[config.mk]
export PLATFORM = sky130hd
export DESIGN_NAME = iqplr_out_stage
export DESIGN_NICKNAME = d
export VERILOG_FILES = /design/src/rtl/core/iq_pack_lane_reorder_assert.svh /design/src/rtl/core/iqplr_pkg.sv /design/src/rtl/core/iqplr_out_stage.sv
export SDC_FILE = /design/constraint.sdc
export NUM_CORES = 1
export LEC_CHECK = 0
export BUFFER_PORTS_ARGS = -buffer_cell sky130_fd_sc_hd__clkbuf_2
export CORE_AREA = 4 4 496 498
export DETAILED_ROUTE_END_ITERATION = 7
export DIE_AREA = 0 0 500 502
export MAX_ROUTING_LAYER = met4
export PLACE_DENSITY = 0.37
export SLEW_MARGIN = 10
export SYNTH_ARGS = -nofsm -noshare
export SYNTH_HDL_FRONTEND = slang
export SYNTH_SLANG_ARGS = --single-unit
[constraint.sdc]
create_clock -name clk_i -period 25.9 [get_ports clk_i]
set_input_delay 2.59 -clock clk_i [delete_from_list [all_inputs] [get_ports clk_i]]
set_output_delay 2.59 -clock clk_i [all_outputs]
set_load 0.01 [all_outputs]
[src/rtl/core/iq_pack_lane_reorder_assert.svh]
// assertion macros for the iq lane reorder block
// expects clk_i and rst_ni in the scope of use
`ifndef IQ_PACK_LANE_REORDER_ASSERT_SVH
`define IQ_PACK_LANE_REORDER_ASSERT_SVH

// combinational or implication property, checked on every clock
`define IQPLR_ASSERT(lbl, prop, msg) \
  lbl: assert property (@(posedge clk_i) disable iff (!rst_ni) (prop)) else $error(msg);

// consequent checked in the cycle after the antecedent
`define IQPLR_ASSERT_NEXT(lbl, ante, cons, msg) \
  lbl: assert property (@(posedge clk_i) disable iff (!rst_ni) (ante) |=> (cons)) \
    else $error(msg);

`endif

[src/rtl/core/iqplr_pkg.sv]
// shared constants, types and the iq packing function for the lane reorder block
// no dependencies
package iqplr_pkg;

  localparam int DelayDepth      = 256;
  localparam int SamplesPerCycle = 8;
  localparam int OutLanes        = 16;
  localparam int SampleW         = 16;
  localparam int WordW           = 2 * SampleW;
  localparam int GroupW          = SamplesPerCycle * WordW;
  localparam int FieldW          = 64;
  localparam int FieldLanes      = FieldW / WordW;
  localparam int OutFields       = OutLanes / FieldLanes;
  localparam int CountW          = 9;
  localparam int PosW            = (DelayDepth > 1) ? $clog2(DelayDepth) : 1;

  localparam logic [CountW-1:0] LastCount = CountW'(511);
  localparam logic [PosW-1:0]   LastPos   = PosW'(DelayDepth - 1);

  typedef logic [SamplesPerCycle-1:0][WordW-1:0] group_t;
  typedef logic [OutLanes-1:0][WordW-1:0]        lanes_t;
  typedef logic [OutFields-1:0][FieldW-1:0]      fields_t;

  typedef struct packed {
    logic odd;
    logic last;
    logic primed;
  } info_t;

  function automatic group_t pack_group(input logic [FieldW-1:0] i_low,
                                        input logic [FieldW-1:0] i_high,
                                        input logic [FieldW-1:0] q_low,
                                        input logic [FieldW-1:0] q_high);
    logic [2*FieldW-1:0] i_all;
    logic [2*FieldW-1:0] q_all;
    group_t              grp;
    i_all = {i_high, i_low};
    q_all = {q_high, q_low};
    for (int k = 0; k < SamplesPerCycle; k++) begin
      grp[k] = {q_all[k*SampleW +: SampleW], i_all[k*SampleW +: SampleW]};
    end
    return grp;
  endfunction

endpackage

[src/rtl/core/iqplr_out_stage.sv]
// lane selection, held group and result register with output handshake
// depends on iqplr_pkg
module iqplr_out_stage (
  input  logic              clk_i,
  input  logic              rst_ni,
  input  logic              s1_valid_i,
  input  iqplr_pkg::info_t  info_i,
  input  iqplr_pkg::group_t grp_i,
  input  iqplr_pkg::group_t even_out_i,
  input  iqplr_pkg::group_t odd_out_i,
  output logic              advance_o,
  output logic              out_valid_o,
  input  logic              out_ready_i,
  output iqplr_pkg::fields_t fields_o,
  output logic              frame_last_o
);
  import iqplr_pkg::*;

  group_t  held_q, held_d;
  group_t  upper;
  lanes_t  lanes;
  fields_t fields_q;
  logic    last_q;
  logic    valid_q;

  assign advance_o = s1_valid_i && (!valid_q || out_ready_i);
  assign upper     = info_i.odd ? grp_i : odd_out_i;
  assign held_d    = info_i.odd ? even_out_i : grp_i;
  assign lanes     = {upper, held_q};

  always_ff @(posedge clk_i) begin
    if (advance_o) begin
      fields_q <= info_i.primed ? fields_t'(lanes) : '0;
      last_q   <= info_i.last;
    end
  end

  always_ff @(posedge clk_i or negedge rst_ni) begin
    if (!rst_ni) begin
      valid_q <= 1'b0;
      held_q  <= '0;
    end else begin
      if (advance_o) begin
        valid_q <= 1'b1;
        held_q  <= held_d;
      end else if (out_ready_i) begin
        valid_q <= 1'b0;
      end
    end
  end

  assign out_valid_o  = valid_q;
  assign fields_o     = fields_q;
  assign frame_last_o = last_q;

endmodule

==> results.md, run 1 <==
| Quantity | Value | Unit |
|---|---|---|
| Area fraction of the dominant cell type after synthesis | 43.7 | % |
| Final routed wirelength across all metal layers | 181000 | um |
| Average via count per standard cell | 3.61 | - |
| Type of the tightest min-delay check | flip-flop to flip-flop | - |
| Register-to-register setup slack | 19880 | ps |
| Asr flop ratio synth | 33.4 | % |
| Number of enable-type register cells in the synthesized netlist | 513 | - |
| Largest fanout on the critical path | 67 | - |
| Die Height | 502 | um |
| Power per standard cell area | 71.0 | nW/um^2 |
| Post-cts gate resize count | 0 | - |
| Least-Margin Pin Slew | 983 | ps |
| Footprint of the multi-input gates | 12300 | um^2 |
| Largest net degree at the start of global routing | 119 | - |
| Post-synthesis cell type count | 18 | - |
| Max Root-Sink Buffers | 3 | - |
| Core region area | 242000 | um^2 |
| Largest voltage drop on the vdd net | 0.0481 | mV |
| Setup clock skew after layout | 31.8 | ps |
| Via count of the first global-routing pass | 26600 | - |
| Yosys Warn Count | 0 | - |
| Share of post-route cells with drive strength above 1 | 43.3 | % |
| Total number of H-tree levels | 3 | - |
| TritonCTS clock tree | built | - |
| Routed wire length per instance | 25.7 | um |
| Global router's overall resource usage | 14.2 | % |
| Sum of negative setup slack | 0 | ps |
| Detailed placement HPWL | 143000 | um |
| Worst slew margin relative to its limit | 34.5 | % |
| Start-to-end type of the worst setup path | primary input to flip-flop | - |
| Storage cell area | 21800 | um^2 |
| Floorplan die area | 251000 | um^2 |
| Total iterations of the first detailed-routing run | 5 | - |
| Reg-to-reg critical path endpoint | fields_o[19] | - |
| Endpoint arrival time on the critical path | 7930 | ps |
| Clock-pin slew on the worst setup and hold paths | 60 | ps |
| Worst hold path depth | 2 | - |
| Most common cell in the synthesized netlist | sky130_fd_sc_hd__edfxtp_1 | - |
| DR vias | 25500 | - |
| Final weighted congestion of routability-driven global placement | 0.931 | - |
| Setup repair after global routing missed its margin | no | - |
| Cts-stage hold buffer count | 0 | - |
| Max capacitance violation total | 0 | - |
| Number of rows in the core area | 181 | - |
| Total standard cell area after synthesis | 35300 | um^2 |
| Number of sinks driven by the clock tree | 770 | - |
| Worst setup path startpoint | out_ready_i | - |
| Endpoint, Worst Hold | held_q[120] | - |
| Most common cell type on the critical path | sky130_fd_sc_hd__buf_4 | - |
| Sequential area share after synthesis | 61.9 | % |
| Crit end category | flip-flop | - |
| Net count reported at finish | 4517 | - |
| Slowest CP cell | sky130_fd_sc_hd__buf_4 | - |
| Startpoint type of the worst setup path | primary input | - |
| Starting Density | 14.6 | % |
| Count of buffers added by post-CTS timing repair for setup | 0 | - |
| Layout fillers | 26500 | - |
| Clock root cell | sky130_fd_sc_hd__clkbuf_16 | - |
| Slowest stage delay, CP | 890 | ps |
| Number of DRC markers in iteration 0 | 1580 | - |
| Synthesis-stage register bit count | 770 | - |
| Worst reg-to-reg path cell count | 7 | - |
| Total chip power | 0.00343 | W |
| Global-route wire length before repair | 239000 | um |
| Clock network latency to the later pin of the worst-skew pair | 720 | ps |
| Post-synth top flop | sky130_fd_sc_hd__edfxtp_1 | - |
| Leakage power | 20.3 | nW |
| Library cell with the largest summed area after synthesis | sky130_fd_sc_hd__edfxtp_1 | - |
| Final hold viol count | 0 | - |
| Remaining Overflow, GRT | 0 | - |
| Post-synthesis net count | 3285 | - |
| Number of buffers added on ports | 1289 | - |
| Mapped Cells | 2510 | - |
| Number of nets with antenna violations after routing | 0 | - |
| Min cycle time layout | 7590 | ps |
| Fmax | 132 | MHz |
| Antenna violations before repair | 93 | - |
| Residual DRC | 0 | - |
| Number of buffers created by CTS | 100 | - |
| Horiz. Die Dim | 500 | um |
| CP Data Required Time | 26240 | ps |
| Synth top cells by count | sky130_fd_sc_hd__edfxtp_1 (513), sky130_fd_sc_hd__mux2i_1 (512), sky130_fd_sc_hd__a21oi_1 (333) | - |
| Origin of the critical flop-to-flop path | out_valid_o | - |
| Pins over their slew limit | 0 | - |
| Period utilisation layout | 29.3 | % |
| Cell breakdown of the critical path | clkbuf_2 > nand2b_4 > and2_4 > buf_4 > buf_4 > buf_4 > buf_4 > buf_4 | - |
| Synth-to-Final Area Change | 37.1 | % |
| Average size of a mapped cell | 14.0 | um^2 |
| Synth area leaders | sky130_fd_sc_hd__edfxtp_1 (44%), sky130_fd_sc_hd__dfrtp_1 (18%), sky130_fd_sc_hd__mux2i_1 (15%) | - |
| Run status | finished clean | - |
| Startpoint of the worst hold path | held_q[120] | - |
| Setup violations, final | 0 | - |
| Num ports | 1290 | - |
-- worst max-delay path, delay by kind of cell --
kind / cells / cell delay [ps]
AND/OR/NAND/NOR: 2 / 1060
buffers and inverters: 6 / 4020
-- kinds of logic (layout without fill, tap and decap cells) --
family / count (synthesis) / count (layout) / share of synthesized area, %
AOI/OAI and AO/OA: 512 / 512 / 11.1
and+or+nand+nor: 515 / 515 / 9.16
muxes: 512 / 512 / 14.5
other: 0 / 40 / 0
buffers and inverters: 201 / 1518 / 3.30
DFF: 770 / 770 / 61.9
-- worst max-delay path by stage --
stage | to | slack [ps] | cells after the start
final | fields_o[19] | 18310 | 8
after global routing | fields_o[18] | 18020 | 8
after CTS | fields_o[14] | 18360 | 8
after detailed placement | fields_o[11] | 17510 | 8
after global placement | fields_o[11] | 17530 | 8
after floorplan | advance_o | 6160 | 5
-- stage by stage --
step	setup slack [ps]	hold WS [ps]	std cells	util, %	instance area (um^2)
after floorplan	6160	478	2510	-	35300
after global placement	17530	490	6842	18.6	45000
after detailed placement	17510	495	6842	18.6	45000
after CTS	18360	510	7029	19.9	48200
after global routing	18020	520	7064	20.0	48300
final	18310	506	7069	20.0	48300
-- metal layers --
metal	share of wire [%]	wire length (um)	global-route usage, %
met3	9.4	17100	5.80
met2	46	82600	22.0
met4	2.3	4170	3.72
met5	0	0	-
met1	43	77500	17.1
-- cell usage in the layout, fill, tap and decap left out, drive strengths merged --
cell      synthesis  layout
a21oi           512     512
and2            257     257
buf              95      46
bufinv            0       6
clkbuf          106    1434
clkinv            0      23
clkinvlp          0       3
dfrtp           257     257
diode             0      40
edfxtp          513     513
inv               0       6
mux2i           512     512
nand2b            2       2
nor2b           256     256
-- layout make-up --
class | count | area share, %
flip-flops and latches | 770 | 45.2
multi-input cells | 1539 | 25.4
repair buffers | 1331 | 14.2
well taps | 3202 | 8.29
clock buffers | 149 | 5.89
clock inverters | 38 | 0.888
diodes | 40 | 0.207
-- registers in the layout, indices dropped and copies added (netlist names) --
signal / flops
fields_o: 512
frame_last_o: 1
held_q: 256
out_valid_o: 1
-- power breakdown --
part | switching (W) | internal [W]
clock | 0.000593 | 0.000823
combinational | 0.000316 | 0.000198
sequential | 0.0000513 | 0.00145
total | 0.000961 | 0.00247
Note: power is estimated with default switching activity, not from simulation.
==> inputs of run 2 (changes only) <==
PLACE_DENSITY = 0.38   (was 0.37)
clock period = 6.61 ns   (was 25.9 ns; I/O delays follow)
==> run 2 against run 1 <==
Effect of this change: non-clock buffer count up 11; largest cell class unchanged; die area did not move; clock power rose to 3.9 times the previous value.
==> results.md, run 2 (synthesis gave the netlist of run 1 again) <==
| Quantity | Value | Unit | Change |
|---|---|---|---|
| Cell breakdown of the critical path | nand2b_4 > and2_4 > buf_4 > clkbuf_2 | - |  |
| Detailed placement HPWL | 145000 | um | +1.4% |
| Type of the tightest min-delay check | primary input to flip-flop | - |  |
| Num ports | 1290 | - | unchanged |
| Largest net degree at the start of global routing | 136 | - | +14% |
| Crit end category | primary output | - |  |
| Startpoint type of the worst setup path | flip-flop | - |  |
| Total chip power | 0.0134 | W | +290% |
| Number of nets with antenna violations after routing | 0 | - | unchanged |
| Min cycle time layout | 3400 | ps |  |
| Count of buffers added by post-CTS timing repair for setup | 0 | - | unchanged |
| Reg-to-reg critical path endpoint | fields_o[108] | - |  |
| Global-route wire length before repair | 240000 | um | +0.40% |
| Largest fanout on the critical path | 37 | - | -45% |
| Number of buffers added on ports | 1289 | - | unchanged |
| Clock network latency to the later pin of the worst-skew pair | 720 | ps | about the same |
| Startpoint of the worst hold path | info_i[1] | - |  |
| Worst slew margin relative to its limit | 34.6 | % | +0.13 points |
| Die Height | 502 | um | unchanged |
| Via count of the first global-routing pass | 26600 | - | -0.11% |
| Slowest CP cell | sky130_fd_sc_hd__buf_4 | - |  |
| Final hold viol count | 0 | - | unchanged |
| Number of placed instances with taps included | 6852 | - | +0.15% |
| Starting Density | 14.6 | % | unchanged |
| Count of placed standard cells in the final layout, fillers left out | 7092 | - | +0.33% |
| Synth-to-Final Area Change | 37.8 | % |  |
| Total number of H-tree levels | 3 | - | unchanged |
| Most used cells in the layout excluding fill and tap cells | sky130_fd_sc_hd__clkbuf_2 (1285), sky130_fd_sc_hd__edfxtp_1 (513), sky130_fd_sc_hd__mux2i_1 (512) | - |  |
| Sum of negative setup slack | 0 | ps | unchanged |
| Run status | finished clean | - |  |
| Number of flip-flops in the largest register | 512 | - | unchanged |
| Worst hold path depth | 1 | - | -1 |
| Number of DRC markers in iteration 0 | 1610 | - | +1.9% |
| Horiz. Die Dim | 500 | um | unchanged |
| Net count reported at finish | 4525 | - | +0.18% |
| Power per standard cell area | 277 | nW/um^2 | +290% |
| Origin of the critical flop-to-flop path | out_valid_o | - |  |
| Leakage power | 20.4 | nW | +0.51% |
| Largest voltage drop on the vdd net | 0.184 | mV | +280% |
| Register-to-register setup slack | 3770 | ps | -16110 ps |
| Remaining Overflow, GRT | 0 | - | unchanged |
| Total iterations of the first detailed-routing run | 5 | - | unchanged |
| Place WS | 3330 | ps | -14180 ps |
| Number of sinks driven by the clock tree | 770 | - | unchanged |
| Clock root cell | sky130_fd_sc_hd__clkbuf_16 | - |  |
| Slowest stage delay, CP | 520 | ps | -370 ps |
| TritonCTS clock tree | built | - |  |
| CP Data Required Time | 5950 | ps | -20290 ps |
| Core region area | 242000 | um^2 | unchanged |
| Max Root-Sink Buffers | 3 | - | unchanged |
| Setup repair after global routing missed its margin | no | - |  |
| Cts-stage hold buffer count | 1 | - | +1 |
| Commonest non-fill, non-tap cell in the layout | sky130_fd_sc_hd__clkbuf_2 | - |  |
| Setup clock skew after layout | 30.9 | ps | -0.978 ps |
| Number of rows in the core area | 181 | - | unchanged |
| Routed wire length per instance | 25.8 | um | +0.67% |
| Setup violations, final | 0 | - | unchanged |
| Least-Margin Pin Slew | 981 | ps | -1.91 ps |
| Fmax | 294 | MHz |  |
| Floorplan die area | 251000 | um^2 | unchanged |
| Share of post-route cells with drive strength above 1 | 43.5 | % | +0.27 points |
| Residual DRC | 0 | - | unchanged |
| Final weighted congestion of routability-driven global placement | 0.967 | - | +3.9% |
| Pins over their slew limit | 0 | - | unchanged |
| Worst reg-to-reg path cell count | 4 | - | -3 |
| Period utilisation layout | 51.5 | % |  |
| Max capacitance violation total | 0 | - | unchanged |
| DR vias | 25700 | - | +0.56% |
| Number of buffers created by CTS | 97 | - | -3.0% |
| Global router's overall resource usage | 14.3 | % | +0.11 points |
| Average via count per standard cell | 3.62 | - | +0.23% |
| Endpoint, Worst Hold | frame_last_o | - |  |
| Endpoint arrival time on the critical path | 2740 | ps | -5190 ps |
| Worst setup margin | 3210 | ps | -15100 ps |
| Antenna violations before repair | 102 | - | +9.7% |
| Post-cts gate resize count | 0 | - | unchanged |
| Final routed wirelength across all metal layers | 183000 | um | +0.99% |
| Clock-pin slew on the worst setup and hold paths | 60 | ps | about the same |
| Start-to-end type of the worst setup path | flip-flop to primary output | - |  |
-- run 2: changes by cell type in the layout (fill, tap and decap cells not counted), moves of 2 or more --
cell / before / now
sky130_fd_sc_hd__bufinv_16: 6 / 8
sky130_fd_sc_hd__diode_2: 40 / 55
sky130_fd_sc_hd__clkinv_2: 10 / 18
sky130_fd_sc_hd__clkinv_16: 1 / 3
sky130_fd_sc_hd__clkbuf_1: 34 / 24
sky130_fd_sc_hd__clkinv_1: 9 / 12
sky130_fd_sc_hd__buf_12: 4 / 13
sky130_fd_sc_hd__clkbuf_8: 14 / 10
sky130_fd_sc_hd__inv_16: 3 / 1
-- run 2: through the flow --
stage | instance area [um^2] | hold slack [ps] | util, %
final | 48600 | 133 | 20.1
after CTS | 48400 | 8.67 | 20.0
after floorplan | 35300 | 365 | -
after global routing | 48600 | 42.1 | 20.1
after detailed placement | 45200 | 494 | 18.7
after global placement | 45200 | 488 | 18.7
-- run 2: worst max-delay path by stage --
stage / start / cells after the start / end / slack [ps]
floorplan: out_ready_i / 5 / advance_o / 1170
global placement: out_ready_i / 5 / fields_o[108] / 3340
detailed placement: out_ready_i / 5 / fields_o[81] / 3330
CTS: out_valid_o / 4 / advance_o / 3030
global route: out_valid_o / 4 / advance_o / 3010
finish: out_valid_o / 4 / advance_o / 3210
-- run 2: layout make-up --
class / instances / area [um^2]
fillers: 26400 / 194000
flip-flops and latches: 770 / 21800
multi-input cells: 1539 / 12300
repair buffers: 1342 / 7050
well taps: 3202 / 4010
clock buffers: 134 / 2730
clock inverters: 50 / 552
diodes: 55 / 138
-- run 2: worst max-delay path: cells and delay by family (launching register included) --
| kind | cells | cell delay [ps] |
|---|---|---|
| AND/OR/NAND/NOR | 2 | 790 |
| flip-flops | 1 | 400 |
| buffers and inverters | 2 | 760 |
-- run 2: power breakdown --
group / total (W) / internal, W / switching [W]
logic: 0.00202 / 0.000788 / 0.00123
registers: 0.00589 / 0.00569 / 0.000205
clock network: 0.00553 / 0.00322 / 0.00231
-- run 2: per-layer routing --
metal / GRT usage, % / wire [um]
met4: 3.46 / 4380
met3: 5.31 / 16600
met5: - / 0
met2: 22.6 / 84700
met1: 17.4 / 77600
==> inputs of run 3 (changes only) <==
clock period = 3.1 ns   (was 6.61 ns; I/O delays follow)
==> run 3 against run 2 <==
Effect of this change: via count grew 17%; sequential share of layout area fell by 8.0 points; wire length up 5.8%; die area stayed put; non-clock buffer count increased by 1021; largest power group unchanged.
==> results.md, run 3 (synthesis gave the netlist of run 1 again) <==
| Quantity | Value | Unit | Change |
|---|---|---|---|
| Die Height | 502 | um | unchanged |
| Total number of H-tree levels | 3 | - | unchanged |
| Average via count per standard cell | 3.68 | - | +1.8% |
| Core region area | 242000 | um^2 | unchanged |
| Clock root cell | sky130_fd_sc_hd__clkbuf_16 | - |  |
| CP Data Required Time | 2790 | ps | -3160 ps |
| Cell area after placement | 46000 | um^2 | +1.9% |
| Worst slew margin relative to its limit | 27.8 | % | -6.8 points |
| Global router's overall resource usage | 15.3 | % | +0.98 points |
| Routed wire length per instance | 23.8 | um | -7.7% |
| Setup clock skew after layout | 36.5 | ps | +5.63 ps |
| Max capacitance violation total | 0 | - | unchanged |
| Clock-pin slew on the worst setup and hold paths | 60 | ps | about the same |
| Number of buffers created by CTS | 101 | - | +4.1% |
| Floorplan die area | 251000 | um^2 | unchanged |
| DR vias | 29900 | - | +17% |
| Residual DRC | 0 | - | unchanged |
| Most used cells in the layout excluding fill and tap cells | sky130_fd_sc_hd__clkbuf_2 (1285), sky130_fd_sc_hd__dlygate4sd3_1 (954), sky130_fd_sc_hd__edfxtp_1 (513) | - |  |
| Number of nets with antenna violations after routing | 0 | - | unchanged |
| Run status | finished clean | - |  |
| Total iterations of the first detailed-routing run | 5 | - | unchanged |
| Origin of the critical flop-to-flop path | out_valid_o | - |  |
| Number of buffers added on ports | 1289 | - | unchanged |
| Setup violations, final | 0 | - | unchanged |
| Final routed wirelength across all metal layers | 194000 | um | +5.8% |
| Crit end category | primary output | - |  |
| Min cycle time layout | 2620 | ps |  |
| Synth-to-Final Area Change | 67.6 | % |  |
| Post-cts gate resize count | 0 | - | unchanged |
| Detailed placement HPWL | 152000 | um | +5.1% |
| Starting Density | 14.6 | % | unchanged |
| Global-route wire length before repair | 261000 | um | +9.0% |
| Type of the tightest min-delay check | primary input to flip-flop | - |  |
| Sum of negative setup slack | 0 | ps | unchanged |
| Cts-stage hold buffer count | 954 | - | +953 |
| Startpoint type of the worst setup path | flip-flop | - |  |
| TritonCTS clock tree | built | - |  |
| Hold slack | 69.6 | ps | -63.0 ps |
| Remaining Overflow, GRT | 0 | - | unchanged |
| Number of DRC markers in iteration 0 | 1558 | - | -3.2% |
| Startpoint of the worst hold path | odd_out_i[42] | - |  |
| Horiz. Die Dim | 500 | um | unchanged |
| Final hold viol count | 0 | - | unchanged |
| Start-to-end type of the worst setup path | flip-flop to primary output | - |  |
| Least-Margin Pin Slew | 1080 | ps | +102 ps |
| Fmax | 381 | MHz |  |
| Worst setup path startpoint | out_valid_o | - |  |
| Num ports | 1290 | - | unchanged |
| Number of flip-flops in the largest register | 512 | - | unchanged |
| Via count of the first global-routing pass | 32100 | - | +21% |
| Power per standard cell area | 514 | nW/um^2 | +86% |
| Worst hold path depth | 3 | - | +2 |
| Share of post-route cells with drive strength above 1 | 35.8 | % | -7.7 points |
| Worst reg-to-reg path cell count | 5 | - | +1 |
| Clock network latency to the later pin of the worst-skew pair | 730 | ps | about the same |
| Number of sinks driven by the clock tree | 770 | - | unchanged |
| Number of placed instances with taps included | 6920 | - | +0.99% |
| Count of buffers added by post-CTS timing repair for setup | 0 | - | unchanged |
| Endpoint arrival time on the critical path | 2310 | ps | -430 ps |
| Leakage power | 24.9 | nW | +22% |
| Largest net degree at the start of global routing | 108 | - | -21% |
| Net count reported at finish | 5550 | - | +23% |
| Setup repair after global routing missed its margin | no | - |  |
| Period utilisation layout | 84.7 | % |  |
| Largest fanout on the critical path | 34 | - | -8.1% |
| Largest voltage drop on the vdd net | 0.459 | mV | +150% |
| Antenna violations before repair | 111 | - | +8.8% |
| Max Root-Sink Buffers | 3 | - | unchanged |
| Number of rows in the core area | 181 | - | unchanged |
| Commonest non-fill, non-tap cell in the layout | sky130_fd_sc_hd__clkbuf_2 | - |  |
| Area of all placed cells without fillers | 59100 | um^2 | +22% |
| Pins over their slew limit | 0 | - | unchanged |
| Count of placed standard cells in the final layout, fillers left out | 8128 | - | +15% |
| Final weighted congestion of routability-driven global placement | 0.927 | - | -4.1% |
[run 3: changes by cell type in the layout (fill, tap and decap cells not counted), sizes merged]
cell | previous run | this run
dlygate4sd3 | 1 | 954
buf | 56 | 124
clkbuf | 1419 | 1428
diode | 55 | 64
clkinv | 36 | 30
clkinvlp | 3 | 5
inv | 3 | 4
[run 3: power breakdown]
group | switching (W) | internal, W
sequential | 0.000429 | 0.0121
clock | 0.00495 | 0.00711
combinational | 0.00298 | 0.00276
[run 3: worst max-delay path, cell delays in order, from the launching register on]
cell	delay, ps
sky130_fd_sc_hd__dfrtp_1	400
sky130_fd_sc_hd__nand2b_4	140
sky130_fd_sc_hd__and2_4	440
sky130_fd_sc_hd__buf_12	290
sky130_fd_sc_hd__clkbuf_2	200
[run 3: path summary, 6_finish.rpt]
check / end / slack, ps
max: advance_o / 480
min reg2reg: held_q[247] / 510
max in group asynchronous: held_q[116] / 1970
min: fields_o[298] / 70
min in group asynchronous: held_q[135] / 220
max reg2reg: held_q[191] / 570
[run 3: layout make-up]
| type | instances | area (um^2) |
|---|---|---|
| clock inverters | 47 | 531 |
| fillers | 25800 | 183000 |
| multi-input cells | 1539 | 12300 |
| clock buffers | 143 | 2860 |
| flip-flops and latches | 770 | 21800 |
| well taps | 3202 | 4010 |
| diodes | 64 | 160 |
| repair buffers | 2363 | 17400 |
[run 3: per-stage QoR]
step	total power, W	utilization, %	setup WS, ps
final	0.0304	24.4	475
after global routing	0.0318	24.4	295
after CTS	0.0310	24.3	268
after detailed placement	0.0174	19.0	889
after global placement	0.0173	19.0	897
after floorplan	0.0150	-	507
[run 3: per-layer routing]
metal | track usage [%] | wire length, um | up-vias
met4 | 5.39 | 6340 | 0
met2 | 24.7 | 91100 | 1270
met1 | 17.8 | 79600 | 14700
met5 | - | 0 | -
li1 | - | - | 13700
met3 | 5.09 | 16800 | 245
